**config.mk**
```make
export PLATFORM = sky130hd
export DESIGN_NAME = plist_cell
export DESIGN_NICKNAME = d
export VERILOG_FILES = /design/src/hw/rtl/plist_pkg.sv /design/src/hw/rtl/plist_cell.sv
export SDC_FILE = /design/constraint.sdc
export NUM_CORES = 1
export LEC_CHECK = 0
export ABC_AREA = 1
export BUFFER_PORTS_ARGS = -buffer_cell sky130_fd_sc_hd__buf_2
export CORE_MARGIN = 2
export CORE_UTILIZATION = 46
export DETAILED_ROUTE_END_ITERATION = 12
export GPL_TIMING_DRIVEN = 0
export PLACE_DENSITY = 0.85
export SLEW_MARGIN = 10
export SYNTH_ARGS = -nofsm -noshare
export SYNTH_HDL_FRONTEND = slang
export SYNTH_SLANG_ARGS = --single-unit
```
**constraint.sdc**
```tcl
create_clock -name clk -period 5.5 [get_ports clk]
set_clock_uncertainty 0.05 [all_clocks]
set_input_delay 0.275 -clock clk [delete_from_list [all_inputs] [get_ports clk]]
set_output_delay 0.275 -clock clk [all_outputs]
set_load 0.005 [all_outputs]
```
**src/hw/rtl/plist_pkg.sv**
```systemverilog
`default_nettype none

package plist_pkg;

  // Command codes carried in the cmd field.
  localparam logic [1:0] CMD_INSERT = 2'd0;
  localparam logic [1:0] CMD_DELETE = 2'd1;
  localparam logic [1:0] CMD_QUERY  = 2'd2;

  // Status codes returned in the result_status field.
  localparam logic [1:0] ST_OK      = 2'd0;
  localparam logic [1:0] ST_FULL    = 2'd1;
  localparam logic [1:0] ST_BAD_POS = 2'd2;

  localparam int VAL_W   = 32;
  localparam int POS_W   = 8;
  localparam int CNT_OUT = 8;

  // Sign class of one element; exactly one bit is set for a real element.
  typedef struct packed {
    logic pos;
    logic neg;
    logic zero;
  } val_class_t;

  // Shift controls broadcast to every cell of the chain.
  typedef struct packed {
    logic ins;
    logic del;
  } cell_ctl_t;

  function automatic val_class_t classify(input logic [VAL_W-1:0] v);
    val_class_t c;
    c.zero = (v == '0);
    c.neg  = v[VAL_W-1];
    c.pos  = (v != '0) && !v[VAL_W-1];
    return c;
  endfunction

endpackage

`default_nettype wire

```
**src/hw/rtl/plist_cell.sv**
```systemverilog
`default_nettype none

module plist_cell #(
  parameter int IDX = 0,
  parameter int IW  = 7
) (
  input  wire                        clk,
  input  wire plist_pkg::cell_ctl_t  ctl,
  input  wire  [IW-1:0]              slot,
  input  wire  [plist_pkg::VAL_W-1:0] left_val,
  input  wire  [plist_pkg::VAL_W-1:0] right_val,
  input  wire  [plist_pkg::VAL_W-1:0] ins_val,
  output logic [plist_pkg::VAL_W-1:0] value,
  output plist_pkg::val_class_t      removed
);
  import plist_pkg::*;

  localparam logic [IW-1:0] MY_IDX = IW'(IDX);

  logic hit;
  logic above;

  assign hit   = (slot == MY_IDX);
  assign above = (MY_IDX > slot);

  // The cell that is deleted reports the sign class of what it held.
  always_comb begin
    removed = '0;
    if (ctl.del && hit) begin
      removed = classify(value);
    end
  end

  always_ff @(posedge clk) begin
    if (ctl.ins) begin
      if (hit) begin
        value <= ins_val;
      end else if (above) begin
        value <= left_val;
      end
    end else if (ctl.del) begin
      if (hit || above) begin
        value <= right_val;
      end
    end
  end

endmodule

`default_nettype wire

```
==> flow_summary.toml <==
[run_status]
outcome = "completed"

[routing]
vias = 2367
drt_first_pass_iters = 4
detail_route.iter0.violations = 95
wire_per_inst_um = 11.0
avgViaCountPerCell = 4.55
routed_wl_um = 5720
drc = 0
antenna_left = 0

[clocking]
clockRootBuffer = "clkbuf_8"
cts_made_buffers = 5
cts.path.max_buffers = 2
cts_setup_buffers = 0
cts.sinks = 32
cts_resized = 0
cts_tree = "yes"
ctsHoldBuffers = 0
path_clk_slew_ps = 70
htreeDepth = 2

[sta]
tightest_slew_ps = 529
max-slew-margin-rel_pct = 64.6
fin_tns_setup_ps = 0
finalCritPeriodShare_pct = 31.6
rsz0062_at_grt = "no"
setup_viol = 0
max_freq_mhz = 576
timing.final.ws_setup_ps = 3760
slew_violations = 0
finalCriticalPeriod_ps = 1740
hold_viol_final = 0

[global_route]
grt_max_degree = 20
antenna_found_initial = 0
grt_usage_pct = 21.5
grt_pass1_wl_um = 9020
overflow = 0
grt_pass1_vias = 2176

[worst_setup_path]
crit_chain = "nor2_1 -> nand2_1 -> nor2_1 -> nand2_1 -> nor2_1 -> nor2_1 -> buf_2"
worst_path_most_repeated_cell = "nor2_1"
start_kind = "flop"
path_delay_family = "simple AND/OR/NAND/NOR gates"
crit_path_top_delay_cell = "edfxtp_1"
critPathBufInv = 1
required_ps = 5180
cp.arrival_ps = 1410
criticalPathCategory = "flop to primary output"
path_max_fanout = 2
slowest_delay_ps = 390
worstSetupEndpointType = "primary output"

[floorplan]
dieArea_mm2 = 0.00543
pin_count = 141
design.core.area_mm2 = 0.00469
rows = 25
die_w_um = 73.7
initial_core_util_pct = 47.6
chipHeight_um = 73.7

[placed_design]
place_inst = 512
hpwl_um = 4770
gp_congestion = 0.796
post-place-ws_ps = 3450
portBuffers = 139

[layout]
largest_reg_flops = 32
area_growth_pct = 40.9
multi_input_area_um2 = 918
seq_area_um2 = 961
largestRegisters = "value (32)"
nets = 571
regMostFlops = "value"
antenna_cells = 0
fill_cells = 387
drive_above_1_share_pct = 39.3
fin_cells = 520

[synth]
yosys_warnings = 0
ys_types = 20
synth_top_family_by_area = "simple AND/OR/NAND/NOR gates"
seq_area_frac_synth_pct = 43.0
synthAdderAreaFrac_pct = 0
netlist_area_mm2 = 0.00223
synth_xor_area_share_pct = 0
synth-compound-area-share_pct = 0.224
avgSynthCellArea_um2 = 7.02
synth-simple-area-share_pct = 40.4
ys_ff_latch = 32
netlist_instances = 318
synth_mux_area_share_pct = 0
syn_nets = 424

[power_and_ir_drop]
p_leak_uw = 0.00182
power_density_mw_per_mm2 = 187
vdd_ir_drop_max_mv = 0.105
finalPower_uw = 587

[job]
drv_cap = 0

[worst_hold_path]
hold_path.class = "primary input to flop"
-- worst paths after layout --
check  depth (start not counted)         start          to  slack, ps
min                            3  right_val[6]    value[6]        220
max                            7      value[1]  removed[2]       3760
-- worst min-delay path, stage by stage --
cell and delay, ps:
buf_2 80, nand2_1 40, nand2_1 50
-- stage by stage --
step	instance area (µm²)	hold WS (ps)	utilization (%)
2_1_floorplan	2230	411	-
3_3_place_gp	3000	498	63.9
3_5_place_dp	3040	503	64.7
4_1_cts	3150	208	67.1
5_1_grt	3150	219	67.1
6_report	3150	215	67.1
-- final cells by class --
cell class,count,share of cell area (%)
sequential,32,30.5
multi-input combinational,206,29.2
timing repair buffer,140,23.0
inverter,67,7.99
buffer,13,3.62
clock buffer,5,2.19
tap,54,2.15
clock inverter,3,1.35
-- per-layer routing --
metal	global-route usage, %	routed length, µm	up-vias
li1	-	-	1237
met1	24.1	2260	1028
met2	40.6	2950	95
met3	4.80	444	7
met4	5.25	69	0
met5	0	0	-
-- cells by family after synthesis --
group	after synthesis
AND/OR/NAND/NOR	205
buffers and inverters	80
flip-flops	32
AO/OA/AOI/OAI	1
-- layout by cell type, fill, tap and decap left out --
| master | n |
|---|---|
| bufinv_16 | 1 |
| clkbuf_8 | 6 |
| buf_12 | 1 |
| edfxtp_1 | 32 |
| clkinv_2 | 1 |
| nor2_8 | 1 |
| buf_16 | 1 |
| clkbuf_1 | 1 |
| nand3_1 | 28 |
| nor2_1 | 24 |
| nor3_2 | 1 |
| clkinvlp_4 | 1 |
| nand2_2 | 14 |
| inv_1 | 67 |
| o21ai_4 | 1 |
| and2_1 | 1 |
| nand2_1 | 128 |
| buf_1 | 1 |
| buf_4 | 1 |
| nor2_2 | 2 |
| buf_6 | 4 |
| buf_2 | 143 |
| nand3_2 | 5 |
| nor3_1 | 1 |
-- cells in the mapped netlist, drive strengths merged --
library cell / count / area share [%]
and2: 1 / 0.28
buf: 11 / 4.3
clkbuf: 2 / 0.78
edfxtp: 32 / 43
inv: 67 / 11
nand2: 142 / 25
nand3: 33 / 8.5
nor2: 27 / 5.5
nor3: 2 / 0.67
o21ai: 1 / 0.22
-- power by group --
group          switching [µW]  internal (µW)
clock                    88.6            134
sequential              0.834            272
combinational            44.8           46.6
total                     134            453
(Power assumes the default switching activity.)
